[config.mk]
export PLATFORM = sky130hd
export DESIGN_NAME = packet_address_filter_core
export DESIGN_NICKNAME = d
export VERILOG_FILES = /design/src/design/paf_pkg.sv /design/src/design/paf_table_scan.sv /design/src/design/packet_address_filter_core.sv
export SDC_FILE = /design/constraint.sdc
export NUM_CORES = 2
export LEC_CHECK = 0
export BUFFER_PORTS_ARGS = -buffer_cell sky130_fd_sc_hd__buf_2
export CAP_MARGIN = 20
export CORE_MARGIN = 5
export CORE_UTILIZATION = 40
export CTS_CLUSTER_DIAMETER = 50
export DETAILED_ROUTE_END_ITERATION = 7
export HOLD_SLACK_MARGIN = 0.08
export PLACE_DENSITY = 0.66
export SYNTH_ARGS = -nofsm -noshare
export SYNTH_HDL_FRONTEND = slang
export SYNTH_HIERARCHICAL = 1
export SYNTH_SLANG_ARGS = --single-unit
[constraint.sdc]
create_clock -name clock -period 29.4 [get_ports clock]
set_clock_uncertainty 0.15 [all_clocks]
set_input_delay 5.88 -clock clock [delete_from_list [all_inputs] [get_ports clock]]
set_output_delay 5.88 -clock clock [all_outputs]
set_load 0.03 [all_outputs]
[src/design/paf_pkg.sv]
package paf_pkg;

   // Match table geometry
   localparam int TABLE_ENTRIES = 16;
   localparam int TABLE_IDX_W   = (TABLE_ENTRIES > 1) ? $clog2(TABLE_ENTRIES) : 1;
   localparam int TABLE_CNT_W   = $clog2(TABLE_ENTRIES + 1);

   // Field widths
   localparam int KEY_W    = 128;
   localparam int HALF_W   = 64;
   localparam int SUM_W    = 48;
   localparam int LEN_W    = 16;
   localparam int KIND_W   = 3;
   localparam int CMD_W    = 2;
   localparam int ENTRY_W  = 4;
   localparam int COUNT_W  = 5;

   // Stream widths (tdata rounded up to whole bytes)
   localparam int REQ_TDATA_W = 296;
   localparam int REQ_TUSER_W = CMD_W + KIND_W;
   localparam int RSP_TDATA_W = 104;

   // CSR port
   localparam int CSR_IDX_W  = 2;
   localparam int CSR_DATA_W = 5;

   localparam logic [CSR_IDX_W-1:0] CSR_FILTER_KIND = 2'd0;
   localparam logic [CSR_IDX_W-1:0] CSR_MATCH_SRC   = 2'd1;
   localparam logic [CSR_IDX_W-1:0] CSR_MATCH_DST   = 2'd2;
   localparam logic [CSR_IDX_W-1:0] CSR_ENTRY_COUNT = 2'd3;

   // Commands
   localparam logic [CMD_W-1:0] CMD_LOAD   = 2'd0;
   localparam logic [CMD_W-1:0] CMD_PACKET = 2'd1;
   localparam logic [CMD_W-1:0] CMD_CLEAR  = 2'd2;

   // Header kinds
   localparam logic [KIND_W-1:0] KIND_MAC  = 3'd0;
   localparam logic [KIND_W-1:0] KIND_IPV4 = 3'd1;
   localparam logic [KIND_W-1:0] KIND_IPV6 = 3'd2;
   localparam logic [KIND_W-1:0] KIND_TCP  = 3'd3;
   localparam logic [KIND_W-1:0] KIND_UDP  = 3'd4;
   localparam logic [KIND_W-1:0] KIND_LAST = KIND_UDP;

   // Transport header sizes taken off the payload total
   localparam logic [SUM_W-1:0] TCP_HDR_BYTES = SUM_W'(20);
   localparam logic [SUM_W-1:0] UDP_HDR_BYTES = SUM_W'(8);

   typedef struct packed {
      logic                   en;
      logic [TABLE_IDX_W-1:0] addr;
      logic [KEY_W-1:0]       key;
   } paf_wr_type;

   typedef struct packed {
      logic                   start;
      logic                   match_src;
      logic                   match_dst;
      logic [TABLE_CNT_W-1:0] used;
   } paf_scan_req_type;

   typedef struct packed {
      logic done;
      logic hit;
   } paf_scan_rsp_type;

endpackage

[src/design/paf_table_scan.sv]
module paf_table_scan
   import paf_pkg::*;
(
   input  logic             clock,
   input  logic             reset,
   input  paf_wr_type       wr,
   input  paf_scan_req_type scan_req,
   input  logic [KEY_W-1:0] src_key,
   input  logic [KEY_W-1:0] dst_key,
   output paf_scan_rsp_type scan_rsp
);

   logic [KEY_W-1:0] mem [TABLE_ENTRIES];

   logic                   active_ff, active_in;
   logic                   rd_valid_ff, rd_valid_in;
   logic                   hit_ff, hit_in;
   logic [TABLE_CNT_W-1:0] issue_idx_ff, issue_idx_in;
   logic [TABLE_CNT_W-1:0] used_ff;
   logic                   match_src_ff;
   logic                   match_dst_ff;
   logic [KEY_W-1:0]       rd_data_ff;

   logic issuing;
   logic entry_hit;
   logic done;

   // one entry read per cycle, compared in the cycle after its read
   assign issuing   = active_ff && (issue_idx_ff < used_ff);
   assign entry_hit = rd_valid_ff &&
                      ((match_src_ff && (rd_data_ff == src_key)) ||
                       (match_dst_ff && (rd_data_ff == dst_key)));
   assign done      = active_ff && !issuing && !rd_valid_ff;

   always_comb begin
      active_in    = active_ff;
      rd_valid_in  = issuing;
      hit_in       = hit_ff || entry_hit;
      issue_idx_in = issue_idx_ff;
      if (issuing) begin
         issue_idx_in = issue_idx_ff + TABLE_CNT_W'(1);
      end
      if (done) begin
         active_in = 1'b0;
      end
      if (scan_req.start) begin
         active_in    = 1'b1;
         rd_valid_in  = 1'b0;
         hit_in       = 1'b0;
         issue_idx_in = '0;
      end
   end

   always_ff @(posedge clock) begin
      if (reset) begin
         active_ff    <= 1'b0;
         rd_valid_ff  <= 1'b0;
         hit_ff       <= 1'b0;
         issue_idx_ff <= '0;
      end else begin
         active_ff    <= active_in;
         rd_valid_ff  <= rd_valid_in;
         hit_ff       <= hit_in;
         issue_idx_ff <= issue_idx_in;
      end
   end

   always_ff @(posedge clock) begin
      if (scan_req.start) begin
         used_ff      <= scan_req.used;
         match_src_ff <= scan_req.match_src;
         match_dst_ff <= scan_req.match_dst;
      end
   end

   // table memory: one write port, one registered read port
   always_ff @(posedge clock) begin
      if (wr.en) begin
         mem[wr.addr] <= wr.key;
      end
   end

   always_ff @(posedge clock) begin
      if (issuing) begin
         rd_data_ff <= mem[issue_idx_ff[TABLE_IDX_W-1:0]];
      end
   end

   assign scan_rsp.done = done;
   assign scan_rsp.hit  = hit_ff;

endmodule

[src/design/packet_address_filter_core.sv]
// Channel   Direction  Transfer carries
// req_*     in         load entry / packet / clear-totals command with keys and lengths
// rsp_*     out        one result per request: match flags and both byte totals
// csr_*     in         register writes: filter kind, side selects, entry count
//
// Load, clear and non-scanned packets go straight from the request to the result; a
//   scanned packet first reads entry_count entries, capped at the table size, through
//   the single read port of the match table (one per cycle).
// One request at a time; the next is taken as soon as its result is in the
//   output register, even if that result is still stalled.
// Reset clears the totals and registers; table contents stay undefined until loaded.
// csr writes are always ready and are expected only while the core is idle.
module packet_address_filter_core
   import paf_pkg::*;
(
   input  logic                   clock,
   input  logic                   reset,

   input  logic                   req_tvalid,
   output logic                   req_tready,
   // entry_index, src_hi, src_lo, dst_hi, dst_lo, frame_length, payload_length
   input  logic [REQ_TDATA_W-1:0] req_tdata,
   // cmd, header_kind
   input  logic [REQ_TUSER_W-1:0] req_tuser,

   output logic                   rsp_tvalid,
   input  logic                   rsp_tready,
   // kind_matched, accepted, frame_byte_total, payload_byte_total
   output logic [RSP_TDATA_W-1:0] rsp_tdata,

   input  logic                   csr_valid,
   output logic                   csr_ready,
   input  logic [CSR_IDX_W-1:0]   csr_index,
   input  logic [CSR_DATA_W-1:0]  csr_wdata
);

   localparam logic [1:0] ST_IDLE = 2'd0;
   localparam logic [1:0] ST_SCAN = 2'd1;
   localparam logic [1:0] ST_DONE = 2'd2;

   // request fields
   logic [CMD_W-1:0]   f_cmd;
   logic [KIND_W-1:0]  f_kind;
   logic [ENTRY_W-1:0] f_entry;
   logic [KEY_W-1:0]   f_src;
   logic [KEY_W-1:0]   f_dst;
   logic [LEN_W-1:0]   f_flen;
   logic [LEN_W-1:0]   f_plen;

   assign f_cmd   = req_tuser[1:0];
   assign f_kind  = req_tuser[4:2];
   assign f_entry = req_tdata[3:0];
   assign f_src   = {req_tdata[67:4], req_tdata[131:68]};
   assign f_dst   = {req_tdata[195:132], req_tdata[259:196]};
   assign f_flen  = req_tdata[275:260];
   assign f_plen  = req_tdata[291:276];

   // config registers
   logic [KIND_W-1:0]  filter_kind_ff;
   logic               match_src_ff;
   logic               match_dst_ff;
   logic [COUNT_W-1:0] entry_count_ff;

   assign csr_ready = 1'b1;

   always_ff @(posedge clock) begin
      if (reset) begin
         filter_kind_ff <= KIND_MAC;
         match_src_ff   <= 1'b0;
         match_dst_ff   <= 1'b0;
         entry_count_ff <= '0;
      end else if (csr_valid && csr_ready) begin
         unique case (csr_index)
            CSR_FILTER_KIND: filter_kind_ff <= csr_wdata[KIND_W-1:0];
            CSR_MATCH_SRC:   match_src_ff   <= csr_wdata[0];
            CSR_MATCH_DST:   match_dst_ff   <= csr_wdata[0];
            CSR_ENTRY_COUNT: entry_count_ff <= csr_wdata[COUNT_W-1:0];
            default: ;
         endcase
      end
   end

   // entries in use, capped at the table size
   logic [TABLE_CNT_W-1:0] used;
   always_comb begin
      if (32'(entry_count_ff) > TABLE_ENTRIES) begin
         used = TABLE_CNT_W'(TABLE_ENTRIES);
      end else begin
         used = TABLE_CNT_W'(entry_count_ff);
      end
   end

   // control
   logic [1:0] state_ff, state_in;
   logic       req_xfer;
   logic       kind_ok;
   logic       need_scan;
   logic       rsp_load;

   assign req_tready = (state_ff == ST_IDLE);
   assign req_xfer   = req_tvalid && req_tready;
   assign kind_ok    = (f_cmd == CMD_PACKET) && (f_kind <= KIND_LAST) &&
                       (f_kind == filter_kind_ff);
   assign need_scan  = kind_ok && (match_src_ff || match_dst_ff) &&
                       (used != '0);

   paf_wr_type       tbl_wr;
   paf_scan_req_type scan_req;
   paf_scan_rsp_type scan_rsp;

   // loads go straight to the table; no scan can be running then
   assign tbl_wr.en   = req_xfer && (f_cmd == CMD_LOAD) &&
                        (32'(f_entry) < TABLE_ENTRIES);
   assign tbl_wr.addr = TABLE_IDX_W'(f_entry);
   assign tbl_wr.key  = f_src;

   assign scan_req.start     = req_xfer && need_scan;
   assign scan_req.match_src = match_src_ff;
   assign scan_req.match_dst = match_dst_ff;
   assign scan_req.used      = used;

   // item held for the whole scan
   logic [CMD_W-1:0]  cmd_ff;
   logic [KIND_W-1:0] kind_ff;
   logic [KEY_W-1:0]  src_key_ff;
   logic [KEY_W-1:0]  dst_key_ff;
   logic [LEN_W-1:0]  flen_ff;
   logic [LEN_W-1:0]  plen_ff;
   logic              kind_ok_ff;
   logic              scanned_ff;

   always_ff @(posedge clock) begin
      if (req_xfer) begin
         cmd_ff     <= f_cmd;
         kind_ff    <= f_kind;
         src_key_ff <= f_src;
         dst_key_ff <= f_dst;
         flen_ff    <= f_flen;
         plen_ff    <= f_plen;
         kind_ok_ff <= kind_ok;
         scanned_ff <= need_scan;
      end
   end

   paf_table_scan u_table_scan (
      .clock    (clock),
      .reset    (reset),
      .wr       (tbl_wr),
      .scan_req (scan_req),
      .src_key  (src_key_ff),
      .dst_key  (dst_key_ff),
      .scan_rsp (scan_rsp)
   );

   logic rsp_valid_ff, rsp_valid_in;

   assign rsp_load = (state_ff == ST_DONE) && (!rsp_valid_ff || rsp_tready);

   always_comb begin
      state_in = state_ff;
      unique case (state_ff)
         ST_IDLE: begin
            if (req_xfer) begin
               state_in = need_scan ? ST_SCAN : ST_DONE;
            end
         end
         ST_SCAN: begin
            if (scan_rsp.done) begin
               state_in = ST_DONE;
            end
         end
         ST_DONE: begin
            if (rsp_load) begin
               state_in = ST_IDLE;
            end
         end
         default: state_in = ST_IDLE;
      endcase
   end

   // totals
   logic             accepted;
   logic [SUM_W-1:0] hdr_bytes;
   logic [SUM_W-1:0] frame_sum_ff, frame_sum_in;
   logic [SUM_W-1:0] payload_sum_ff, payload_sum_in;

   assign accepted = kind_ok_ff && scanned_ff && scan_rsp.hit;

   always_comb begin
      case (kind_ff)
         KIND_TCP: hdr_bytes = TCP_HDR_BYTES;
         KIND_UDP: hdr_bytes = UDP_HDR_BYTES;
         default:  hdr_bytes = '0;
      endcase
   end

   always_comb begin
      frame_sum_in   = frame_sum_ff;
      payload_sum_in = payload_sum_ff;
      if (cmd_ff == CMD_CLEAR) begin
         frame_sum_in   = '0;
         payload_sum_in = '0;
      end else if (accepted) begin
         frame_sum_in   = frame_sum_ff + SUM_W'(flen_ff);
         payload_sum_in = payload_sum_ff + SUM_W'(plen_ff) - hdr_bytes;
      end
   end

   always_comb begin
      rsp_valid_in = rsp_valid_ff;
      if (rsp_tready) begin
         rsp_valid_in = 1'b0;
      end
      if (rsp_load) begin
         rsp_valid_in = 1'b1;
      end
   end

   logic [RSP_TDATA_W-1:0] rsp_tdata_ff;

   always_ff @(posedge clock) begin
      if (reset) begin
         state_ff       <= ST_IDLE;
         rsp_valid_ff   <= 1'b0;
         frame_sum_ff   <= '0;
         payload_sum_ff <= '0;
      end else begin
         state_ff     <= state_in;
         rsp_valid_ff <= rsp_valid_in;
         if (rsp_load) begin
            frame_sum_ff   <= frame_sum_in;
            payload_sum_ff <= payload_sum_in;
         end
      end
   end

   always_ff @(posedge clock) begin
      if (rsp_load) begin
         rsp_tdata_ff <= {6'b0, payload_sum_in, frame_sum_in, accepted, kind_ok_ff};
      end
   end

   assign rsp_tvalid = rsp_valid_ff;
   assign rsp_tdata  = rsp_tdata_ff;

endmodule

==> metrics <==
starting density of the core 0.401; dominant cell by count in the synthesized netlist edfxtp_1; Logic pwr share 0.028; Buffers on Ports 408; Sum Neg Setup Slack 0 ps; Period minus WS final around 10000 ps; clk buf depth 4; largest net degree at the start of global routing 148; CTS tree built; minimum hold slack about 320 ps; Yosys reg bits 2693; Net Sw Frac 0.211; clock sinks 2693; clock latency on the worst-skew pair roughly 900 ps; remaining global-route overflow 0; vias in the first global route 54063; layout cells sized above 1 0.266; core area about 260000 sq um; PostCTS Resize Cnt 0; initial antenna violation count 83; num ports 420; placed cell area 112000 sq um; DIE AREA about 280000 sq um; dpl hpwl between 150 and 200 mm; syn_area_per_cell 19.9 sq um; Tot GR Track Use 0.205; standard-cell row count between 150 and 200; Yosys cell types 86; Finished Layout Cells slightly below 10000; RSZ-0062 raised after global routing no; top cells by count, synth 2576 x edfxtp_1, 640 x mux4_2, 243 x nand2_1; final period utilization 0.335; outcome completed; Reg clk slew, reported paths roughly 60 ps; sw power 1.74 mW; Peak VDD IR slightly above 60 uV; final hold violation count 0; ys flop type edfxtp_1; Reg2Reg Setup Slack 24090 ps; Sequential Power Share 0.519; WP data arrival between 10000 and 15000 ps; Die H 525 um; H-tree depth 5; CTS hold repair buffers 0; first-pass GRT wire length a little over 400 mm; Die W approximately 520 um; drt initial violations between 6000 and 7000; DRC 0; Post-CTS Setup Repair Bufs 0; Int Pwr ~6.5 mW; Nets between 6000 and 7000; Syn-to-layout area delta 15.3%; Syn Inst Count ~5300; Max-Cap Viols 0; post-synth top area share 0.730; highest clock rate 102 MHz; final max-slew violation count 0; Worst Hold Class reg -> reg; depth of the worst hold-timing path 2; design area about 120000 sq um; vias per inst 5.72; CP Class in -> reg; crit-path max FO between 40 and 50; wire per inst around 30 um; Setup crit start kind input pin; cell taking the most area after synthesis edfxtp_1; Slew @ Worst Pin approximately 1300 ps; Critical Path Sink Type register; post-synthesis sequential area ratio 0.752; Final Setup Violations 0; synth top area cells edfxtp_1 73%, mux4_2 14%, dfxtp_1 2.2%, xor2_1 1.1%, ha_1 0.94%; drt total wl just under 300 mm; TritonCTS Buffers slightly above 300; setup ws final 19550 ps; DP Cell Count slightly above 9000; clock share of power 0.453; async set or reset register ratio after synthesis 0; DRT Pass-1 Iters 6; Final ANT Viol Nets 0; worst endpoint required time between 20000 and 30000 ps; Post-synth EDFFs around 2600; r2r worst-path depth 8; Pwr Density between 60 and 70 nW/um^2; Root Driver clkbuf_16; Pleak around 39 nW; Post-Syn Area 106000 sq um; dpl ws ~19000 ps; DR vias 55456; Synthesis Warnings 6; relative slew slack 0.149; RePlAce Congestion ~0.99
[registers in the layout (all words and copies together), names as in the netlist, 2 cells and up]
signal                     count
dst_key_ff                   128
payload_sum_ff                48
cmd_ff                         2
src_key_ff                   128
frame_sum_ff                  48
filter_kind_ff                 3
plen_ff                       16
state_ff                       2
u_table_scan/issue_idx_ff      5
entry_count_ff                 5
rsp_tdata                     98
u_table_scan/used_ff           5
u_table_scan/rd_data_ff      128
flen_ff                       16
u_table_scan/mem            2048
kind_ff                        3
[power by group through the flow]
stage	Clock [mW]	Combinational (mW)	Sequential (mW)
CTS	3.80	0.231	4.28
detailed placement	0	0.231	4.36
floorplan	0	0.0843	4.37
global placement	0	0.224	4.36
global route	3.96	0.247	4.28
finish	3.73	0.232	4.28
[per-layer routing]
layer  routed length [um]  up-vias  global-route usage
li1                     -    22779                   -
met3                28800      600              0.0532
met2               136000     2934               0.323
met1               112000    29109               0.274
met4                13300       34              0.0804
met5                  211        -                   0
[cells by family (layout without fill, tap and decap cells)]
logic type               after synthesis  after routing  share of synthesized area
flip-flops                          2693           2693                      0.752
AND/OR/NAND/NOR                      687            687                     0.0308
multiplexers                         652            652                      0.137
AO/OA/AOI/OAI                        517            517                     0.0312
buffers and inverters                446           1248                     0.0186
XOR/XNOR                             239            239                     0.0198
adder cells (fa/ha/maj)               84             84                     0.0102
other                                  2             34                  0.0000709
[cell type report]
class / instances / area (sq um)
timing repair buffer: 495 / 2900
inverter: 215 / 810
tap: 3533 / 4420
clock buffer: 370 / 8060
sequential: 2693 / 79700
fill: 21995 / 142000
antenna: 27 / 67.6
clock inverter: 168 / 1790
multi-input combinational: 2186 / 24500
[cell usage in the layout, fill, tap and decap left out, drive strengths merged, types with 10 or more instances in the layout]
master | synthesis | final
edfxtp | 2576 | 2576
mux4 | 640 | 640
buf | 104 | 495
clkbuf | 127 | 370
nand2 | 244 | 244
inv | 214 | 239
a21oi | 178 | 178
nor2 | 168 | 168
xor2 | 138 | 138
dfxtp | 117 | 117
o21ai | 104 | 104
xnor2 | 101 | 101
clkinv | 1 | 95
ha | 80 | 80
nor4 | 45 | 45
o22ai | 44 | 44
nand4 | 44 | 44
nand3 | 40 | 40
nor3 | 33 | 33
diode | 0 | 27
a21o | 27 | 27
bufinv | 0 | 26
or3 | 26 | 26
clkinvlp | 0 | 23
nand2b | 22 | 22
nor2b | 22 | 22
a22o | 19 | 19
o2bb2ai | 18 | 18
a211oi | 16 | 16
a221oi | 16 | 16
a22oi | 13 | 13
mux2i | 12 | 12
a31oi | 11 | 11
and3 | 11 | 11
nor3b | 10 | 10
[critical path: stages]
cell,delay (ps)
buf_2,140
and2_4,650
nor3b_1,280
buf_4,220
nand3b_1,330
nor2_4,870
buf_4,780
buf_4,870
[path summary, 6_finish.rpt]
| path | start | end |
|---|---|---|
| max | req_tvalid | u_table_scan/mem[10][68]$_DFFE_PP_ |
| min | payload_sum_ff[4]$_SDFFE_PP0P_ | payload_sum_ff[4]$_SDFFE_PP0P_ |
| max reg2reg | state_ff[1]$_SDFFE_PP0P_ | u_table_scan/mem[10][68]$_DFFE_PP_ |
| min reg2reg | payload_sum_ff[4]$_SDFFE_PP0P_ | payload_sum_ff[4]$_SDFFE_PP0P_ |
[stage by stage]
step / total power [mW] / utilization
2_1_floorplan: 4.46 / -
3_3_place_gp: 4.59 / 0.424
3_5_place_dp: 4.59 / 0.425
4_1_cts: 8.31 / 0.462
5_1_grt: 8.49 / 0.462
6_report: 8.25 / 0.462
Note: power is estimated with default switching activity, not from simulation.
